--- config.mk ---
export PLATFORM = sky130hd
export DESIGN_NAME = rhsm_cell
export DESIGN_NICKNAME = d
export VERILOG_FILES = /design/src/hw/rtl/assert_macros.svh /design/src/hw/rtl/rhsm_cell.sv
export SDC_FILE = /design/constraint.sdc
export NUM_CORES = 1
export LEC_CHECK = 0
export ABC_AREA = 1
export BUFFER_PORTS_ARGS = -buffer_cell sky130_fd_sc_hd__clkbuf_2
export CORE_MARGIN = 2
export CORE_UTILIZATION = 35
export CTS_BUF_LIST = sky130_fd_sc_hd__clkbuf_2 sky130_fd_sc_hd__clkbuf_4 sky130_fd_sc_hd__clkbuf_8
export DETAILED_ROUTE_END_ITERATION = 10
export HOLD_SLACK_MARGIN = 0.15
export PLACE_DENSITY = 0.67
export RECOVER_POWER = 25
export SETUP_SLACK_MARGIN = 0.3
export SLEW_MARGIN = 30
export SYNTH_ARGS = -nofsm -noshare
export SYNTH_HDL_FRONTEND = slang
export SYNTH_SLANG_ARGS = --single-unit
--- constraint.sdc ---
create_clock -name clk_i -period 0.8 [get_ports clk_i]
set_clock_uncertainty 0.2 [all_clocks]
set_input_delay 0 -clock clk_i [delete_from_list [all_inputs] [get_ports clk_i]]
set_output_delay 0 -clock clk_i [all_outputs]
set_load 0.01 [all_outputs]
--- src/hw/rtl/assert_macros.svh ---
// ----------------------------------------------------------------------------
// Assertion macros
// Shared concurrent assertion forms, clocked on clk_i and held off in reset.
// ----------------------------------------------------------------------------
`ifndef ASSERT_MACROS_SVH
`define ASSERT_MACROS_SVH

// Same-cycle implication.
`define RHSM_ASSERT(label, ante, cons) \
  label: assert property (@(posedge clk_i) disable iff (!rst_ni) (ante) |-> (cons)) \
    else $error("rhsm assertion failed");

// Next-cycle implication.
`define RHSM_ASSERT_NEXT(label, ante, cons) \
  label: assert property (@(posedge clk_i) disable iff (!rst_ni) (ante) |=> (cons)) \
    else $error("rhsm assertion failed");

`endif

--- src/hw/rtl/rhsm_cell.sv ---
// ----------------------------------------------------------------------------
// rhsm_cell
// One slot of the prefix delay chain: loads the new prefix or its neighbour.
// ----------------------------------------------------------------------------
module rhsm_cell (
  input  logic        clk_i,
  input  logic        shift_i,
  input  logic        load_new_i,
  input  logic [29:0] new_i,
  input  logic [29:0] next_i,
  output logic [29:0] value_o
);

  logic [29:0] value_q;

  always_ff @(posedge clk_i) begin
    if (shift_i) begin
      value_q <= load_new_i ? new_i : next_i;
    end
  end

  assign value_o = value_q;

endmodule

==> qor.txt, run 1 <==
max-slew violations: 0
vias in the first global route: 1,268
post-synthesis mux area share: 0%
Req. time, crit path: 600 ps
CTS tree: yes
Buf/Inv on CP: 1
Die ar.: 4130 um^2
period utilisation layout: 131%
Cells after Synth: 127
HP Start: new_i[7]
setup ws final: -251 ps
Overflow after GRT: 0
ratio of total power to cell area: 1520 nW/um^2
Max Fclk: 0.951 GHz
drt via density: 4.57
PortBufs: 92
hold path cells: 3
critical path class: reg -> out
CP top delay family: flip-flops
Slew headroom: 73.0%
routability-driven placement congestion ratio: 0.743
synth cell count leaders: 90 x nand2_1, 30 x edfxtp_1, 6 x buf_2, 1 x inv_2
Top FF cell, synth: edfxtp_1
post-place setup slack: -183 ps
initial antenna violation count: 0
H-tree depth: 2
syn_area_per_cell: 10.0 um^2
Compound-Gate Fraction of Synth Area: 0%
status: complete, but fails checks
crit path DAT: 850 ps
simple-gate share of the synthesized area: 26.5%
Starting Density: 37.3%
via count: 1,285
layout cell share with drive strength beyond 1: 75.3%
RSZ-0062 raised after global routing: true
Starting DRT DRC Count: 17
worst hold endpoint: value_o[7]
Die X: 64.3 um
Mapped Area: 1270 um^2
sequential-to-total area share from yosys stat: 70.8%
asr flop ratio synth: 0%
Sinks on Clock Net: 30
Design Power: 3720 uW
Worst Setup SP: value_o[4]
Avg WL per Cell: 13.5 um
Hold/Removal Path Class: in -> reg
Synth Area in XOR/XNOR: 0%
crit end category: output pin
1st-pass router iterations: 4
Total Wirelength: 3790 um
final hold viol count: 30
Post-synth EDFFs: 30
Yosys top cell area share: 70.8%
CP Max Fanout: 1
post-synth net total: 190
count leader, synth: nand2_1
Yosys top cell by area: edfxtp_1
num ports: 93
diode count: 0
P_leak: 0.00127 uW
Detail Placement HPWL: 2280 um
critical path launch point type: flop
synth warn: 0
Worst VDD drop: 0.893 mV
Row Count: 21
Period minus WS final: 1050 ps
post-synthesis register bit count: 30
largest family of logic cells by synthesized area: simple AND/OR/NAND/NOR gates
worst-path cell with the longest stage delay: edfxtp_1
first-pass GRT wire length: 5680 um
All-Layer GR Usage: 18.6%
Setup violations, final: 30
final net count: 298
Synth Area in Adders: 0%
final hold slack: -252 ps
Core ar.: 3420 um^2
CP Cell Sequence: clkbuf_2
Max clock buf depth: 2
clk root buf: clkbuf_4
CTS Buf Count: 5
CP max stage delay: 390 ps
Die Y: 64.3 um
Reg clk slew, reported paths: 80 ps
Largest register FFs: 30
pin slew with the least headroom to its limit: 405 ps
Area contributors post-synth: edfxtp_1 71%, nand2_1 27%, buf_2 2.4%, inv_2 0.29%
violated checks: hold timing, setup timing
Synth cell types: 4
# fillers: 281
Final ANT Viol Nets: 0
area growth from synthesis to layout: 92.9%
DRC viols: 0
largest net degree at the start of global routing: 17
max-capacitance violation count: 0
-- metrics by stage --
| stage | TNS (ps) | utilization, % | instances | hold slack, ps | cell area (um^2) |
|---|---|---|---|---|---|
| final | -6600 | 71.9 | 281 | -252 | 2450 |
| after global routing | -8070 | 71.9 | 281 | -270 | 2450 |
| after CTS | -7210 | 64.2 | 277 | -270 | 2190 |
| after detailed placement | -5230 | 54.3 | 263 | 66.7 | 1860 |
| after global placement | -4570 | 54.3 | 263 | 63.2 | 1860 |
| after floorplan | 0 | - | 127 | -87.5 | 1330 |
-- per-layer routing --
layer	GRT usage, %	share of wire, %	vias up
li1	-	-	621
met1	20.6	38	598
met2	34.2	54	60
met3	4.93	6.5	6
met4	6.38	1.4	0
met5	0	0	-
-- layout make-up --
class / instances / area (um^2) / share of cell area [%]
flip-flops and latches: 30 / 901 / 36.7
repair buffers: 104 / 693 / 28.2
multi-input cells: 90 / 641 / 26.1
repair inverters: 3 / 80.1 / 3.26
well taps: 46 / 57.6 / 2.34
clock buffers: 7 / 52.6 / 2.14
inverters: 1 / 30.0 / 1.22
-- kinds of logic after synthesis --
logic type / count (synthesis)
buf+inv: 7
flops: 30
simple gates: 90
-- report_power, final --
group          switching (uW)  leakage, uW  total, uW  internal, uW
combinational             487     0.000948        925           438
clock                     463    0.0000322        861           398
sequential               36.3     0.000292       1930          1900
total                     987      0.00127       3720          2740
-- timing repair --
item / in CTS / in global routing
hold endpoints to repair: 60 / 60
setup endpoints to repair: 60 / 60
buffers inserted: 1 / 4
resized for setup: 54 / 64
cloned: 6 / 0
pin swaps: 12 / 5
-- cell usage in the layout (no fill, tap or decap), drive strengths merged --
cell / Yosys / final
clkbuf: 0 / 100
inv: 1 / 1
clkinv: 0 / 3
buf: 6 / 11
nand2: 90 / 90
edfxtp: 30 / 30
-- worst max path at each step --
| stage | endpoint | slack, ps | depth (start not counted) |
|---|---|---|---|
| after detailed placement | value_o[4] | -180 | 4 |
| after global placement | value_o[20] | -160 | 4 |
| after floorplan | value_o[0] | 130 | 4 |
| after global routing | value_o[4] | -290 | 1 |
| after CTS | value_o[27] | -260 | 1 |
| final | value_o[4] | -250 | 1 |
Note: power is estimated with default switching activity, not from simulation.
==> run 2: changes to the inputs <==
--- a/config.mk
+++ b/config.mk
@@ -7,12 +7,15 @@
 export LEC_CHECK = 0
 export ABC_AREA = 1
 export BUFFER_PORTS_ARGS = -buffer_cell sky130_fd_sc_hd__clkbuf_2
-export CORE_MARGIN = 2
-export CORE_UTILIZATION = 35
+export CAP_MARGIN = 20
+export CELL_PAD_IN_SITES_DETAIL_PLACEMENT = 1
+export CELL_PAD_IN_SITES_GLOBAL_PLACEMENT = 1
+export CORE_MARGIN = 3
+export CORE_UTILIZATION = 29
 export CTS_BUF_LIST = sky130_fd_sc_hd__clkbuf_2 sky130_fd_sc_hd__clkbuf_4 sky130_fd_sc_hd__clkbuf_8
 export DETAILED_ROUTE_END_ITERATION = 10
 export HOLD_SLACK_MARGIN = 0.15
-export PLACE_DENSITY = 0.67
+export PLACE_DENSITY = 0.78
 export RECOVER_POWER = 25
 export SETUP_SLACK_MARGIN = 0.3
 export SLEW_MARGIN = 30
==> run 2 against run 1 <==
Compared with the run above: the flow still finishes with violations (hold timing, setup timing); critical path type unchanged; design area rose by 4.9%; highest routed layer unchanged; via count up 6.8%; clock-buffer cell count fell by 2; largest cell class unchanged; sequential power barely moved; clock power up 42%; first-iteration DRC count rose to 3.6 times the previous value; die area up 26%; sequential share of layout area is 1.7 points lower; hold slack better by 36 ps; flip-flop and latch count unchanged.
==> qor.txt, run 2 (synthesis gave the netlist of run 1 again) <==
Max Fclk: 0.935 GHz (was 0.951 GHz)
period utilisation layout: 134% (was 131%)
crit end category: output pin (unchanged)
RSZ-0062 raised after global routing: true (unchanged)
crit path DAT: 870 ps (was 850 ps)
final hold slack: -216 ps (was -252 ps)
Die ar.: 5220 um^2 (was 4130 um^2)
DRC viols: 0 (unchanged)
CTS Buf Count: 5 (unchanged)
Req. time, crit path: 600 ps (about the same)
max-capacitance violation count: 0 (unchanged)
Period minus WS final: 1070 ps (was 1050 ps)
Starting Density: 30.9% (was 37.3%)
1st-pass router iterations: 4 (unchanged)
routability-driven placement congestion ratio: 0.715 (was 0.743)
CP max stage delay: 420 ps (was 390 ps)
worst-path cell with the longest stage delay: edfxtp_1 (unchanged)
Reg clk slew, reported paths: 70 ps (was 80 ps)
vias in the first global route: 1,412 (was 1,268)
Core ar.: 4120 um^2 (was 3420 um^2)
clk root buf: clkbuf_8 (was clkbuf_4)
Row Count: 23 (was 21)
CP Cell Sequence: clkbuf_2 (unchanged)
critical path launch point type: flop (unchanged)
Detail Placement HPWL: 3060 um (was 2280 um)
final hold viol count: 30 (unchanged)
worst hold endpoint: value_o[4] (was value_o[7])
Setup violations, final: 30 (unchanged)
Worst VDD drop: 0.981 mV (was 0.893 mV)
H-tree depth: 2 (unchanged)
largest net degree at the start of global routing: 14 (was 17)
violated checks: hold timing, setup timing (unchanged)
Starting DRT DRC Count: 62 (was 17)
status: complete, but fails checks (unchanged)
Hold/Removal Path Class: in -> reg (unchanged)
fin area: 2580 um^2 (was 2450 um^2)
Buf/Inv on CP: 1 (unchanged)
commonest non-fill, non-tap cell in the layout: clkbuf_2 (unchanged)
Overflow after GRT: 0 (unchanged)
Final ANT Viol Nets: 0 (unchanged)
Slew headroom: 83.5% (was 73.0%)
fin util: 62.6% (was 71.9%)
setup ws final: -269 ps (was -251 ps)
HP Start: new_i[4] (was new_i[7])
num ports: 93 (unchanged)
PortBufs: 92 (unchanged)
Total Wirelength: 5800 um (was 3790 um)
hold path cells: 3 (unchanged)
DP Area: 1860 um^2 (about the same)
P_leak: 0.00131 uW (was 0.00127 uW)
via count: 1,372 (was 1,285)
first-pass GRT wire length: 7310 um (was 5680 um)
pin slew with the least headroom to its limit: 248 ps (was 405 ps)
Die Y: 72.2 um (was 64.3 um)
Sinks on Clock Net: 30 (unchanged)
Largest register FFs: 30 (unchanged)
diode count: 0 (unchanged)
All-Layer GR Usage: 19.4% (was 18.6%)
final net count: 302 (was 298)
CP top delay family: flip-flops (unchanged)
CP Max Fanout: 1 (unchanged)
Max clock buf depth: 2 (unchanged)
layout cell share with drive strength beyond 1: 78.3% (was 75.3%)
initial antenna violation count: 0 (unchanged)
max-slew violations: 0 (unchanged)
ratio of total power to cell area: 1620 nW/um^2 (was 1520 nW/um^2)
area growth from synthesis to layout: 102% (was 92.9%)
Avg WL per Cell: 20.0 um (was 13.5 um)
most frequent cells in the layout: 93 x clkbuf_2, 42 x nand2_2, 30 x edfxtp_1, 28 x nand2_4, 20 x nand2_1 (was 91 x clkbuf_2, 34 x nand2_2, 30 x edfxtp_1, 29 x nand2_4, 27 x nand2_1)
CTS tree: yes (unchanged)
critical path class: reg -> out (unchanged)
Die X: 72.2 um (was 64.3 um)
drt via density: 4.73 (was 4.57)
==> run 2: changes by cell type in the layout (fill, tap and decap cells not counted), moves of 2 or more <==
cell / before / now
clkbuf_4: 7 / 0
buf_6: 1 / 4
clkbuf_2: 91 / 93
nand2_2: 34 / 42
nand2_1: 27 / 20
clkbuf_8: 0 / 5
==> run 2: area by class of cell <==
class                   count  area, um^2
inverters                   1        30.0
clock buffers               5        68.8
multi-input cells          90         653
well taps                  50        62.6
repair buffers            108         754
clock inverters             3        16.3
repair inverters            3        90.1
fillers                   447        1540
flip-flops and latches     30         901
==> run 2: stage by stage <==
stage / total power (uW) / worst slack (ps) / setup TNS [ps] / instances
after floorplan: 2220 / 134 / 0 / 127
after global placement: 2580 / -163 / -4660 / 267
after detailed placement: 2610 / -198 / -5690 / 267
after CTS: 4000 / -212 / -5680 / 284
after global routing: 4360 / -286 / -6650 / 290
final: 4190 / -269 / -5810 / 290
==> run 2: worst max path at each step <==
stage | start | to | depth (start not counted)
CTS | value_o[29] | value_o[29] | 1
detailed placement | load_new_i | value_o[22] | 4
global route | value_o[0] | value_o[0] | 1
global placement | load_new_i | value_o[26] | 4
finish | value_o[0] | value_o[0] | 1
floorplan | load_new_i | value_o[0] | 4
==> run 2: metal layers <==
| metal | GRT usage, % | wire, um | up-vias | part of all wire, % |
|---|---|---|---|---|
| met5 | 0 | 0 | - | 0 |
| met4 | 5.64 | 93 | 0 | 1.6 |
| met3 | 4.71 | 355 | 8 | 6.1 |
| met2 | 38.1 | 3420 | 57 | 59 |
| met1 | 19.8 | 1930 | 676 | 33 |
| li1 | - | - | 631 | - |
==> run 2: report_power, final <==
group	leakage, uW	switching, uW	internal (uW)
registers	0.000292	45.0	1900
clock network	0.0000416	626	595
logic	0.000979	550	469
==> run 2: repair_timing <==
action,CTS,global route
resized for setup,62,68
setup endpoints to repair,78,60
setup buffers,1,5
endpoints found under the hold margin,60,60
cloned,8,1
pin swaps,7,12
==> run 3: changes to the inputs <==
--- a/config.mk
+++ b/config.mk
@@ -10,12 +10,11 @@
 export CAP_MARGIN = 20
 export CELL_PAD_IN_SITES_DETAIL_PLACEMENT = 1
 export CELL_PAD_IN_SITES_GLOBAL_PLACEMENT = 1
-export CORE_MARGIN = 3
-export CORE_UTILIZATION = 29
-export CTS_BUF_LIST = sky130_fd_sc_hd__clkbuf_2 sky130_fd_sc_hd__clkbuf_4 sky130_fd_sc_hd__clkbuf_8
+export CORE_UTILIZATION = 27
+export CTS_BUF_LIST = sky130_fd_sc_hd__clkbuf_4 sky130_fd_sc_hd__clkbuf_8 sky130_fd_sc_hd__clkbuf_16
 export DETAILED_ROUTE_END_ITERATION = 10
-export HOLD_SLACK_MARGIN = 0.15
-export PLACE_DENSITY = 0.78
+export HOLD_SLACK_MARGIN = 0.03
+export PLACE_DENSITY = 0.73
 export RECOVER_POWER = 25
 export SETUP_SLACK_MARGIN = 0.3
 export SLEW_MARGIN = 30
==> run 3 against run 2 <==
Compared with the run above: the run ends with DRC, hold timing, setup timing left; critical path depth did not move; first-iteration DRC count fell by 4.8%; via count fell by 0.15%; wire length fell by 14%.
==> qor.txt, run 3 (synthesis gave the netlist of run 1 again) <==
status: complete, but fails checks (unchanged)
violated checks: DRC, hold timing, setup timing (was hold timing, setup timing)
register share of total power: 47.4% (was 46.5%)
diode count: 0 (unchanged)
Worst VDD drop: 0.751 mV (was 0.981 mV)
Starting Density: 28.6% (was 30.9%)
pin slew with the least headroom to its limit: 300 ps (was 248 ps)
Placed Instances: 269 (was 267)
routability-driven placement congestion ratio: 0.766 (was 0.715)
final net count: 302 (unchanged)
Starting DRT DRC Count: 59 (was 62)
Buf/Inv on CP: 1 (unchanged)
ratio of total power to cell area: 1580 nW/um^2 (was 1620 nW/um^2)
combinational share of power: 24.6% (was 24.3%)
Die Y: 70.7 um (was 72.2 um)
max-slew violations: 0 (unchanged)
H-tree depth: 2 (unchanged)
Req. time, crit path: 600 ps (about the same)
worst-path cell with the longest stage delay: edfxtp_1 (unchanged)
Largest register FFs: 30 (unchanged)
Hold/Removal Path Class: in -> reg (unchanged)
clk root buf: clkbuf_8 (unchanged)
period utilisation layout: 126% (was 134%)
Setup violations, final: 40 (was 30)
drt via density: 4.69 (was 4.73)
Avg WL per Cell: 17.0 um (was 20.0 um)
fin util: 58.4% (was 62.6%)
All-Layer GR Usage: 19.0% (was 19.4%)
P_leak: 0.00132 uW (was 0.00131 uW)
Register Area: 901 um^2 (unchanged)
Final ANT Viol Nets: 0 (unchanged)
critical path launch point type: flop (unchanged)
area of the multi-input gates: 656 um^2 (was 653 um^2)
Core ar.: 4440 um^2 (was 4120 um^2)
layout cell share with drive strength beyond 1: 77.1% (was 78.3%)
largest net degree at the start of global routing: 11 (was 14)
Total Wirelength: 4980 um (was 5800 um)
Die ar.: 4990 um^2 (was 5220 um^2)
Period minus WS final: 1000 ps (was 1070 ps)
Max Fclk: 0.996 GHz (was 0.935 GHz)
RSZ-0062 raised after global routing: true (unchanged)
Reg clk slew, reported paths: 70 ps (about the same)
DRC viols: 16 (was 0)
max-capacitance violation count: 0 (unchanged)
area growth from synthesis to layout: 104% (was 102%)
num ports: 93 (unchanged)
CP max stage delay: 380 ps (was 420 ps)
# fillers: 499 (was 447)
initial antenna violation count: 0 (unchanged)
first-pass GRT wire length: 7000 um (was 7310 um)
Row Count: 24 (was 23)
Max clock buf depth: 2 (unchanged)
P_sw: 1140 uW (was 1220 uW)
CP Max Fanout: 1 (unchanged)
Sinks on Clock Net: 30 (unchanged)
setup ws final: -204 ps (was -269 ps)
final hold slack: -210 ps (was -216 ps)
Design Power: 4090 uW (was 4190 uW)
CP top delay family: flip-flops (unchanged)
crit path DAT: 800 ps (was 870 ps)
commonest non-fill, non-tap cell in the layout: clkbuf_2 (unchanged)
Clk pwr share: 28.1% (was 29.2%)
critical path class: reg -> out (unchanged)
CP Cell Sequence: clkbuf_2 (unchanged)
Die X: 70.7 um (was 72.2 um)
post-place setup slack: -194 ps (was -198 ps)
vias in the first global route: 1,383 (was 1,412)
1st-pass router iterations: 7 (was 4)
final hold viol count: 30 (unchanged)
Post-Layout Cell Count: 292 (was 290)
internal power: 2960 uW (about the same)
CTS tree: yes (unchanged)
crit end category: output pin (unchanged)
Slew headroom: 80.0% (was 83.5%)
Overflow after GRT: 0 (unchanged)
most frequent cells in the layout: 91 x clkbuf_2, 40 x nand2_2, 30 x edfxtp_1, 29 x nand2_4, 21 x nand2_1 (was 93 x clkbuf_2, 42 x nand2_2, 30 x edfxtp_1, 28 x nand2_4, 20 x nand2_1)
PortBufs: 92 (unchanged)
Detail Placement HPWL: 2610 um (was 3060 um)
via count: 1,370 (was 1,372)
Sw Share: 27.7% (was 29.2%)
CTS Buf Count: 5 (unchanged)
-- run 3: changes by cell type in the layout (fill, tap and decap cells not counted) --
cell / delta
buf_8: +1
clkbuf_2: -2
buf_4: +1
nand2_2: -2
buf_6: -2
nand2_4: +1
buf_12: +1
clkinv_1: +2
clkbuf_4: +1
clkinv_2: -1
clkinvlp_4: -1
nand2_1: +1
-- run 3: final cells by class --
cell class / instances / share of cell area, %
multi-input combinational: 90 / 25.3
clock buffer: 5 / 2.65
tap: 52 / 2.51
timing repair inverter: 3 / 3.47
timing repair buffer: 108 / 29.8
sequential: 30 / 34.7
clock inverter: 3 / 0.434
inverter: 1 / 1.16
-- run 3: worst paths after layout --
path                  slack (ps)           to        start  cells past startpoint
worst max-delay path        -200  value_o[26]  value_o[26]                      1
worst min-delay path        -210  value_o[12]   next_i[12]                      3
-- run 3: power by group through the flow --
stage	Combinational, uW	Clock [uW]	Sequential (uW)
after floorplan	170	0	2050
after global placement	603	0	1970
after detailed placement	614	0	1970
after CTS	852	1180	1940
after global routing	1080	1240	1950
final	1010	1150	1940
-- run 3: routing by layer --
metal	routed length, um	part of all wire, %	vias up	track usage (%)
met3	309	6.2	8	4.56
met5	0	0	-	0
met4	120	2.4	0	8.89
met2	2780	56	65	34.3
li1	-	-	632	-
met1	1770	36	665	21.1
-- run 3: timing repair --
action,4_1_cts,5_1_grt
setup endpoints to repair,90,70
gates resized for setup,59,69
cloned,7,1
hold endpoints to repair,60,60
setup buffers,4,3
pin swaps,13,9
-- run 3: per-stage QoR --
step	setup TNS, ps	instance area (um^2)
2_1_floorplan	0	1330
3_3_place_gp	-5450	1850
3_5_place_dp	-5690	1850
4_1_cts	-5530	2300
5_1_grt	-7000	2590
6_report	-5640	2590
